### config.mk
export PLATFORM = sky130hd
export DESIGN_NAME = mcl_mem
export DESIGN_NICKNAME = d
export VERILOG_FILES = /design/src/sv/mcl_mem.sv
export SDC_FILE = /design/constraint.sdc
export NUM_CORES = 1
export LEC_CHECK = 0
export ABC_AREA = 0
export BUFFER_PORTS_ARGS = -buffer_cell sky130_fd_sc_hd__clkbuf_2
export CAP_MARGIN = 5
export CELL_PAD_IN_SITES_DETAIL_PLACEMENT = 0
export CELL_PAD_IN_SITES_GLOBAL_PLACEMENT = 1
export CORE_ASPECT_RATIO = 1.25
export CORE_MARGIN = 5
export CORE_UTILIZATION = 56
export DETAILED_ROUTE_END_ITERATION = 7
export PLACE_DENSITY_LB_ADDON = 0.08
export SYNTH_ARGS = -nofsm -noshare
export SYNTH_HDL_FRONTEND = slang
export SYNTH_SLANG_ARGS = --single-unit
### constraint.sdc
create_clock -name clk_i -period 2.7 [get_ports clk_i]
set_input_delay 0.135 -clock clk_i [delete_from_list [all_inputs] [get_ports clk_i]]
set_output_delay 0.135 -clock clk_i [all_outputs]
set_load 0.02 [all_outputs]
### src/sv/mcl_mem.sv
// Single-port-write, registered-read ledger entry memory.
module mcl_mem #(
  parameter int WIDTH = 8,
  parameter int DEPTH = 64,
  parameter int AW    = (DEPTH > 1) ? $clog2(DEPTH) : 1
) (
  input  logic             clk_i,
  input  logic             rd_en_i,
  input  logic [AW-1:0]    rd_addr_i,
  output logic [WIDTH-1:0] rd_data_o,
  input  logic             wr_en_i,
  input  logic [AW-1:0]    wr_addr_i,
  input  logic [WIDTH-1:0] wr_data_i
);

  logic [WIDTH-1:0] mem [DEPTH];
  logic [WIDTH-1:0] rd_data_q;

  always_ff @(posedge clk_i) begin
    if (wr_en_i) begin
      mem[wr_addr_i] <= wr_data_i;
    end
  end

  always_ff @(posedge clk_i) begin
    if (rd_en_i) begin
      rd_data_q <= mem[rd_addr_i];
    end
  end

  assign rd_data_o = rd_data_q;

endmodule

; ---- Yosys cells after proc, flatten, opt, wreduce, memory -nomap -nowiden
; Memory sizes are Yosys's and may differ from the RTL's. A register that Yosys moved wholly into a read port is not among the register bits.
; Index checks and enable logic that the tools add are counted.
[totals]
mem_count = 1
out_inout_bits = 8
in_bits = 23
word_cells = 3
ramBits = 512
ff_bits = 0
[mem_list]
columns = name, words, word_bits, rd, rd_clocked_by_memory_dff, wr, line
row1 = mem, 64, 8, 1, 1, 1, 16  ; logic [WIDTH-1:0] mem [DEPTH];
[classes]
n_mux = 2
[ops]
columns = cell, count
row1 = 2-to-1 mux 1 bit, 2

; ---- Logic depth before layout (Yosys ltp)
[logic_depth]
depth_word = 2
mapped_depth = 9
ltp_nobuf = 5

; ---- Least setup slack after synthesis
; Ideal clock, no wire load.
[synth_timing]
path_kind = input-to-reg
from = input rd_addr_i[1]
to = register rd_data_q[3], in the netlist rd_data_o[3] (read register of mem), data pin
n_path_buf = 3
setup_ps = 266
path_slack_ps = 759
t_required_ps = 2434
t_arrival_ps = 1675
path_stages = 7
path_cell_list = buf_4 buf_2 buf_2 mux4_2 mux4_2 o21ai_1 o41ai_1
[synth_rtl]
columns = element, line
row1 = start: declaration, 9  ; input logic [AW-1:0] rd_addr_i,
row2 = end: declaration, 17  ; logic [WIDTH-1:0] rd_data_q;

==> key figures <==
Status
  • Status: finished clean

Drt
  • Initial DRC count: about 1100
  • Final WL: 45.1 mm
  • Wire per inst: ~29 microns
  • Remaining antenna violation count: 0
  • # DRC: 0
  • Via count: just under 10000
  • Routed vias/inst: ~6.3
  • Router iterations before antenna repair: 6

Logic synthesis
  • Yosys warning total: 0
  • Mapped Cells: between 900 and 1000
  • Most used DFF post-synth: edfxtp_1
  • Unique masters post-synth: 39
  • Post-synth EDFFs: 520
  • Yosys reg bits: 520
  • Synth Net Count: between 900 and 1000
  • Avg Inst Size Synth: about 22 sq um
  • Sequential-to-total area share from yosys stat: 77.1%
  • Synth Cell Area: 20200 sq um
  • Async SR Flop Fraction: 0%

Power and ir drop
  • P_leak: around 7.4 nW
  • Internal cell power: approximately 13 mW
  • Switching power: between 3 and 4 mW
  • Combinational power share: 5.3%
  • Register share of total power: a little over half
  • PD cells: between 700 and 800 nW/um^2
  • Peak VDD IR: 0.585 mV
  • Power Total: approximately 17 mW
  • Clock share of power: between 40 and 50%
  • Switching share of total power: 20.3%

Setup path
  • WP data arrival: approximately 2.5 ns
  • Crit path launch type: flip-flop
  • Critical Path End Type: flip-flop
  • Crit-path max cell delay: just over 0.6 ns
  • CP Cell Sequence: mux4_2 > mux2_2 > a221oi_1 > o2bb2ai_1
  • Worst Setup Path Type: reg2reg
  • Reg-to-reg critical path endpoint: rd_data_o[1]
  • Max FO, Critical Path: 1
  • R2R Setup Slk: about 0.5 ns
  • Worst path slowest cell: a221oi_1
  • Reg2reg start: mem[47][1]
  • Worst R2R Path Depth: 4
  • Critical Path RT: around 3 ns

Layout
  • FF/Latch Area: around 16000 sq um
  • Multi-input logic area: roughly 4300 sq um
  • Area growth syn-to-layout: 14.0%
  • Final net count: 1097
  • Fillers: approximately 2300
  • Layout cell share with drive strength beyond 1: between 30% and 40%
  • Most common cell after layout, fill and taps aside: edfxtp_1
  • Most frequent cells in the layout: edfxtp_1 (520), mux4_2 (126), buf_4 (101)

Timing
  • Final Max Tran Viols: 0
  • Skew final: approximately 0.014 ns
  • Slew headroom: 45.8%
  • Post-route minimum period: around 2.2 ns
  • Unrepaired setup endpoints after global routing: false
  • Peak Freq: roughly 0.46 GHz
  • Slew @ Worst Pin: around 0.8 ns
  • Setup Viol. Count Final: 0
  • Fin Hold WS: 0.134 ns
  • Setup TNS: 0 ns
  • Final worst-path cycle share: between 80% and 90%
  • Fin. Hold Viols: 0

Global routing
  • Number of global-route vias before repair: between 10000 and 15000
  • GRT Total Usage: between 20% and 30%
  • Pin count of the biggest net entering global routing: 65
  • First-pass GRT wire length: just under 70 mm
  • Number of antenna violations at the first check in global routing: 2
  • Grt ovf: 0

Die
  • Die Ht: about 220 microns
  • DIE AREA: between 40000 and 50000 sq um
  • Core Rows: a little under 80
  • Starting Density: between 50% and 60%
  • # IOs: 31
  • Die Wd: about 180 microns
  • Core area: 35600 sq um

Clock network
  • TritonCTS clock tree: built
  • CTS-repair resized insts: 0
  • Reg clk slew, reported paths: ~0.060 ns
  • Clock sink count: 520
  • CTS root buf: clkbuf_16
  • CTS buffer count: 48
  • Worst-Skew Late Latency: 0.56 ns
  • H-Tree Depth: 2
  • Setup Buffers After CTS: 0
  • Hold_buf cts: 1
  • CTS Buffer Depth: 3

Place
  • I/O Buffers: 30
  • HPWL Detailed: approximately 30 mm
  • Gpl congestion: 0.816

Min path
  • WHS Path Cells: 2
  • Type of the most critical hold path: in2reg
  • Hold path startpoint: wr_addr_i[1]
  • WHS Endpoint: mem[48][5]

Run
  • Max_cap viols: 0
-- metrics by stage --
stage	instances	util [%]	cell area (sq um)	setup WS, ns
finish	1582	64.9	23100	0.513
floorplan	940	-	20200	0.759
detailed placement	1497	60.6	21500	0.121
CTS	1581	64.9	23100	0.497
global route	1581	64.9	23100	0.442
global placement	1497	60.6	21500	0.171
-- routing by layer --
layer,part of all wire [%],global-route usage [%],routed length [microns]
met5,0.029,0,13
met2,50,37.8,22700
met3,7.5,4.92,3410
met4,2.8,6.49,1270
met1,39,31.8,17800
-- sequential cells by signal (all words and copies together) (netlist names) --
name       flops
mem          512
rd_data_o      8
-- cell type report --
cell class                      instances  share of cell area (%)
Antenna cell                            1                  0.0108
Clock inverter                         29                    1.24
Clock buffer                           54                    5.40
Tap cell                              474                    2.57
Sequential cell                       520                    67.7
Multi-Input combinational cell        369                    18.7
Timing Repair Buffer                  135                    4.41
-- critical path, delay by kind of cell (launching register included) --
kind,cells,cell delay (ns)
flops,1,0.37
mux,2,0.78
compound gates,2,0.77
-- Yosys cell counts (3+ instances only) --
master,n,share of area (%)
mux2_2,13,0.72
nand2b_1,7,0.22
o2bb2ai_1,3,0.13
o2111ai_1,3,0.13
a221oi_1,6,0.26
buf_4,13,0.48
o22ai_1,8,0.25
nor2_1,83,1.5
a211oi_1,4,0.15
nor3_1,7,0.17
a22oi_1,3,0.11
nand3_1,13,0.32
buf_6,4,0.22
edfxtp_1,520,77
buf_2,11,0.27
buf_1,4,0.074
mux4_2,126,14
clkbuf_1,17,0.32
a21oi_1,3,0.074
nor2b_1,14,0.43
mux2i_1,23,1.1
nand3b_1,3,0.11
o221ai_1,8,0.35
nand2_1,19,0.35
-- logic make-up after synthesis --
logic type | after synthesis | share of synthesized area (%)
DFF | 520 | 77.1
muxes | 162 | 15.9
and+or+nand+nor | 153 | 3.37
AOI/OAI and AO/OA | 54 | 2.06
buffers and inverters | 51 | 1.56
-- how the worst max path moves through the flow --
stage	endpoint	depth (start not counted)	slack [ns]	start
finish	rd_data_o[1]	4	0.51	mem[47][1]
global route	rd_data_o[1]	4	0.44	mem[47][1]
CTS	rd_data_o[1]	4	0.50	mem[47][1]
detailed placement	rd_data_o[1]	6	0.12	rd_addr_i[2]
global placement	rd_data_o[0]	6	0.17	rd_addr_i[2]
floorplan	rd_data_o[3]	7	0.76	rd_addr_i[1]
-- power by group through the flow --
stage | Sequential [mW] | Combinational, mW | Clock [mW]
finish | 8.98 | 0.870 | 6.65
global route | 8.97 | 0.932 | 7.15
global placement | 9.14 | 0.859 | 0
detailed placement | 9.15 | 0.877 | 0
floorplan | 9.15 | 0.476 | 0
CTS | 8.98 | 0.879 | 6.77
Note: power is estimated with default switching activity, not from simulation.
