===== src/sv/mcl_pkg.sv =====
// Shared types, codes and constants of the memory commitment ledger.
package mcl_pkg;

  localparam int UNIT_COUNT_DEF = 64;
  localparam int BYTE_BITS_DEF  = 48;

  localparam int ACTION_W   = 2;
  localparam int UNIT_W     = 6;
  localparam int FIELD_W    = 48;
  localparam int GRACE_W    = 4;
  localparam int CFG_IDX_W  = 4;
  localparam int CFG_DATA_W = 4;

  localparam logic               ENABLED_RST = 1'b1;
  localparam logic [GRACE_W-1:0] GRACE_RST   = 4'd3;

  typedef enum logic [ACTION_W-1:0] {
    ACT_RAISE  = 2'd0,
    ACT_SAMPLE = 2'd1,
    ACT_QUERY  = 2'd2
  } action_e;

  typedef enum logic [CFG_IDX_W-1:0] {
    REG_ENABLED = 4'd0,
    REG_GRACE   = 4'd1
  } reg_idx_e;

  typedef enum logic [2:0] {
    ST_CLEAR,
    ST_IDLE,
    ST_UPD,
    ST_DIFF,
    ST_EAT,
    ST_DONE
  } state_e;

  typedef struct packed {
    logic in_ready;
    logic rd_en;
    logic upd;
    logic diff;
    logic eat;
    logic done;
    logic out_load;
    logic clr;
  } ctl_t;

  // anchor, high, low, promise, outstanding, flag, grace
  function automatic int entry_w(int byte_bits);
    return 5 * byte_bits + 1 + GRACE_W;
  endfunction

endpackage


===== src/sv/mcl_ctrl.sv =====
// Sequencer: clearing sweep after reset, then one item at a time through the stages.
module mcl_ctrl #(
  parameter int UNIT_COUNT = mcl_pkg::UNIT_COUNT_DEF,
  parameter int AW         = (UNIT_COUNT > 1) ? $clog2(UNIT_COUNT) : 1
) (
  input  logic          clk_i,
  input  logic          rst_ni,
  input  logic          in_valid_i,
  input  logic          out_free_i,
  output mcl_pkg::ctl_t ctl_o,
  output logic [AW-1:0] clr_addr_o
);
  import mcl_pkg::*;

  localparam logic [AW-1:0] LAST_ADDR = AW'(UNIT_COUNT - 1);

  state_e        state_q, state_d;
  logic [AW-1:0] clr_cnt_q, clr_cnt_d;

  always_comb begin
    state_d = state_q;
    unique case (state_q)
      ST_CLEAR: if (clr_cnt_q == LAST_ADDR) state_d = ST_IDLE;
      ST_IDLE:  if (in_valid_i) state_d = ST_UPD;
      ST_UPD:   state_d = ST_DIFF;
      ST_DIFF:  state_d = ST_EAT;
      ST_EAT:   state_d = ST_DONE;
      ST_DONE:  if (out_free_i) state_d = ST_IDLE;
      default:  state_d = ST_CLEAR;
    endcase
  end

  always_comb begin
    clr_cnt_d = clr_cnt_q;
    if (state_q == ST_CLEAR) begin
      clr_cnt_d = clr_cnt_q + AW'(1);
    end
  end

  always_comb begin
    ctl_o          = '0;
    ctl_o.in_ready = (state_q == ST_IDLE);
    ctl_o.rd_en    = (state_q == ST_IDLE) && in_valid_i;
    ctl_o.upd      = (state_q == ST_UPD);
    ctl_o.diff     = (state_q == ST_DIFF);
    ctl_o.eat      = (state_q == ST_EAT);
    ctl_o.done     = (state_q == ST_DONE);
    ctl_o.out_load = (state_q == ST_DONE) && out_free_i;
    ctl_o.clr      = (state_q == ST_CLEAR);
  end

  assign clr_addr_o = clr_cnt_q;

  always_ff @(posedge clk_i or negedge rst_ni) begin
    if (!rst_ni) begin
      state_q   <= ST_CLEAR;
      clr_cnt_q <= '0;
    end else begin
      state_q   <= state_d;
      clr_cnt_q <= clr_cnt_d;
    end
  end

endmodule


===== config.mk =====
export PLATFORM = sky130hd
export DESIGN_NAME = mcl_ctrl
export DESIGN_NICKNAME = d
export VERILOG_FILES = /design/src/sv/mcl_pkg.sv /design/src/sv/mcl_ctrl.sv
export SDC_FILE = /design/constraint.sdc
export NUM_CORES = 1
export LEC_CHECK = 0
export ABC_AREA = 1
export BUFFER_PORTS_ARGS = -buffer_cell sky130_fd_sc_hd__buf_2
export CAP_MARGIN = 20
export CELL_PAD_IN_SITES_DETAIL_PLACEMENT = 1
export CELL_PAD_IN_SITES_GLOBAL_PLACEMENT = 1
export CORE_MARGIN = 1
export CORE_UTILIZATION = 36
export CTS_BUF_LIST = sky130_fd_sc_hd__clkbuf_8
export DETAILED_ROUTE_END_ITERATION = 10
export PLACE_DENSITY_LB_ADDON = 0.1
export SETUP_SLACK_MARGIN = 0.15
export SYNTH_ARGS = -nofsm -noshare
export SYNTH_HDL_FRONTEND = slang
export SYNTH_SLANG_ARGS = --single-unit

===== constraint.sdc =====
create_clock -name clk_i -period 1.5 [get_ports clk_i]
set_clock_uncertainty 0.1 [all_clocks]
set_input_delay 0.375 -clock clk_i [delete_from_list [all_inputs] [get_ports clk_i]]
set_output_delay 0.375 -clock clk_i [all_outputs]
set_load 0.005 [all_outputs]

* Word-level counts from Yosys, hierarchy flattened
Cells that the tools add are included.
Operators by class: $add $sub $neg 1, equality and inequality tests 9, multiplexer cells 4, reductions and logical operators 4
Operators by type and width (count):
- 3-bit case mux with 6 select lines | 1
- 3-bit 2-to-1 mux | 3
- 6-bit by 1-bit adder with 6-bit output (second input constant) | 1
- 3-bit by 2-bit equality test with 1-bit output (second input constant) | 2
- 3-bit equality test (second input constant) | 2
- 6-bit equality test (second input constant) | 1
- 2-bit inequality test (second input constant) | 2
- 3-bit by 1-bit equality test with 1-bit output (second input constant) | 1
- 3-bit logical NOT | 1
- 3-bit AND reduction | 1
- 1-bit logical AND | 2
- 2-bit by 1-bit inequality test with 1-bit output (second input constant) | 1
Word-level totals: flip-flop bits (word level) 9, output and inout bits 14, logic and storage cells 20

* Logic depth before layout (Yosys ltp)
word-level depth 3, depth in mapped cells 7

* Worst setup path before layout
No wires, ideal clock.
kind register to register, start point reg clr_cnt_q[0], in the netlist clr_addr_o[0], end point reg state_q[1], arrival 1034 ps, data required time 1287 ps, setup slack 253 ps, stages on the path, launching flop included 8, buffers on the path 0, cell sequence dfrtp_1 ha_1 nand3_2 nor2_2 nor2_2 inv_1 nand2_1 nor2_2
On the way: cells in the longest elaborated chain, start to end 3
Ends and longest elaborated chain:
- start: declaration | line mcl_ctrl.sv:18 | logic [AW-1:0] clr_cnt_q, clr_cnt_d;
- start signal: assignment | line mcl_ctrl.sv:60 | clr_cnt_q <= clr_cnt_d;
- 6-bit equality test | line mcl_ctrl.sv:23 | ST_CLEAR: if (clr_cnt_q == LAST_ADDR) state_d = ST_IDLE;
- 2-bit by 1-bit inequality test with 1-bit output (no source line)
- 3-bit AND reduction (no source line)
- end signal: assignment | line mcl_ctrl.sv:59 | state_q <= state_d;
- end: declaration | line mcl_ctrl.sv:17 | state_e state_q, state_d;
Every way passes these cells. A chain may end at the register's enable or synchronous reset.

==> out/metrics.csv <==
metric,value,unit
startpoint_type,register,
ios,18,
fmax,629,MHz
cts_tree,built,
fp.dieH,41.1,µm
dieArea,1690,µm²
violations,negative setup slack,
crit_arrival,1.12,ns
drt_wl_total,1670,µm
end_kind,output pin,
synth_cell_types,17,
drive_gt1_share,55.9,%
synth_async_sr_flop_share,100,%
final_util,64.4,%
layout_commonest_cell,nand2_1,
grt_antenna_before_repair,0,
status,"finished, violations left",
gp_congestion,0.765,
placed_cells,102,
wl_per_cell,14.2,µm
yosys-top-cells-area,"dfrtp_1 41%, nand2_1 13%, nor2_2 8.0%, inv_1 4.8%, nor2_1 4.8%",
cp_max_fo,4,
synth_edf_count,0,
synth_flop_cell,dfrtp_1,
grt_max_degree,10,
synth.avg_cell_area,7.96,µm²
netlist_instances,69,
num-fill-cells,172,
finalCriticalPeriod,1.59,ns
ys_ff_latch,9,
setup_viol,8,
yosysTopAreaCellShare,41.0,%
irDropWorstVdd,1230,µV
insertion_delay,0.24,ns
grt_usage,20.8,%
port_buffers,17,
p_per_area,2220,nW/µm²
period_share,106,%
drv_cap,0,
grt_pass1_vias,496,
relSlewSlack,86.0,%
yosys_warnings,0,
yosysSeqAreaShare,41.0,%
n_antenna_cell,0,
rsz0062_at_grt,yes,
start_util,40.2,%
h-tree-depth,1,
setup_slack,-0.0906,ns
hold_path.class,in -> reg,
finalMaxSlewViolations,0,
ant_nets,0,
fin_nets,108,
clockBufferDepth,2,
power.total,1.96,mW
mostFrequentLayoutCells,"17 x nand2_1, 15 x buf_2, 9 x buf_4",
rows,13,
cts.clk_slew.worst_paths,0.04,ns
detail_route.vias_per_cell,4.80,
syn_area,549,µm²
die_w,41.1,µm
p_leak,0.464,nW
cts_made_buffers,3,
grt_pass1_wl,2130,µm
worst_slew_pin_slew,0.211,ns
clock_sinks,9,
critPathKind,reg -> out,
drt_iter0_drc,6,
grt_remaining_overflow,0,
yosys.area.top_type,dfrtp_1,
dr.pass1.iters,4,
syn_nets,74,
area_growth,60.1,%
required,1.02,ns
finalHoldViolations,0,
hpwlAfterDp,946,µm
fin_cells,117,
drcViolationCount,0,
core_area,1370,µm²
vias,562,
cts-root-buf,clkbuf_8,
-- sequential cells by signal (all words and copies together), names as in the netlist --
register	count
clr_addr_o	6
state_q	3
-- final timing paths --
| check | from | to | slack [ns] | depth (start not counted) |
|---|---|---|---|---|
| max in group asynchronous | rst_ni | clr_addr_o[1] | 0.69 | 2 |
| worst max-delay path | state_q[2] | ctl_o[3] | -0.09 | 4 |
| worst max register to register | state_q[0] | state_q[1] | 0.18 | 7 |
| min in group asynchronous | rst_ni | clr_addr_o[4] | 0.42 | 2 |
| worst min-delay path | out_free_i | state_q[2] | 0.27 | 2 |
| worst min register to register | clr_addr_o[4] | clr_addr_o[4] | 0.43 | 1 |
-- what timing repair did --
| action | CTS | global route |
|---|---|---|
| pin swaps | 2 | 3 |
| endpoints found under the setup margin | 9 | 13 |
| hold buffers | 1 | 0 |
| hold endpoints to repair | 9 | 0 |
| setup buffers | 9 | 1 |
| gates resized for setup | 9 | 13 |
-- layout make-up --
cell class,count,area (µm²),share of cell area [%]
clock buffer,3,41.3,4.69
clock inverter,1,3.75,0.427
inverter,11,48.8,5.55
multi-input combinational,49,340,38.7
sequential,9,229,26.0
tap,15,18.8,2.13
timing repair buffer,29,198,22.5
-- critical path, cell delays in order (launching register included) --
cell and delay [ns]:
dfrtp_1 0.39, inv_2 0.10, buf_4 0.16, nor2_4 0.11, buf_2 0.12
-- metrics by stage --
step                      TNS, ns  cell area [µm²]  hold slack [ns]  setup WS (ns)
after global placement          0              661            0.136          0.102
after CTS                  -0.192              817            0.281        -0.0518
after detailed placement        0              661            0.136          0.108
after global routing       -0.822              880            0.313         -0.147
after floorplan                 0              549          -0.0206          0.253
final                      -0.370              880            0.272        -0.0906
-- layer usage --
layer | GRT usage [%] | share of wire [%]
met1 | 25.7 | 43
met2 | 30.9 | 50
met3 | 9.78 | 5.4
met4 | 7.50 | 1.7
met5 | 0 | 0
-- synth_stat cells (2+ instances only) --
cell type,count
dfrtp_1,9
nand3_2,2
xnor2_1,2
o21ai_0,3
nor2_2,7
inv_2,3
inv_1,7
nor2_1,7
nand3_1,3
nand2_1,19
-- power by group --
| part | leakage (nW) | internal (mW) | switching, mW |
|---|---|---|---|
| logic | 0.326 | 0.574 | 0.576 |
| registers | 0.111 | 0.358 | 0.170 |
| clock network | 0.0269 | 0.178 | 0.100 |
-- kinds of logic after synthesis --
| group | synth area share (%) |
|---|---|
| buf+inv | 7.97 |
| simple gates | 37.4 |
| compound gates | 3.64 |
| flops | 41.0 |
| xor+xnor | 7.75 |
| fa+ha+maj | 2.28 |
No activity file was read; power rests on OpenSTA's default activity.
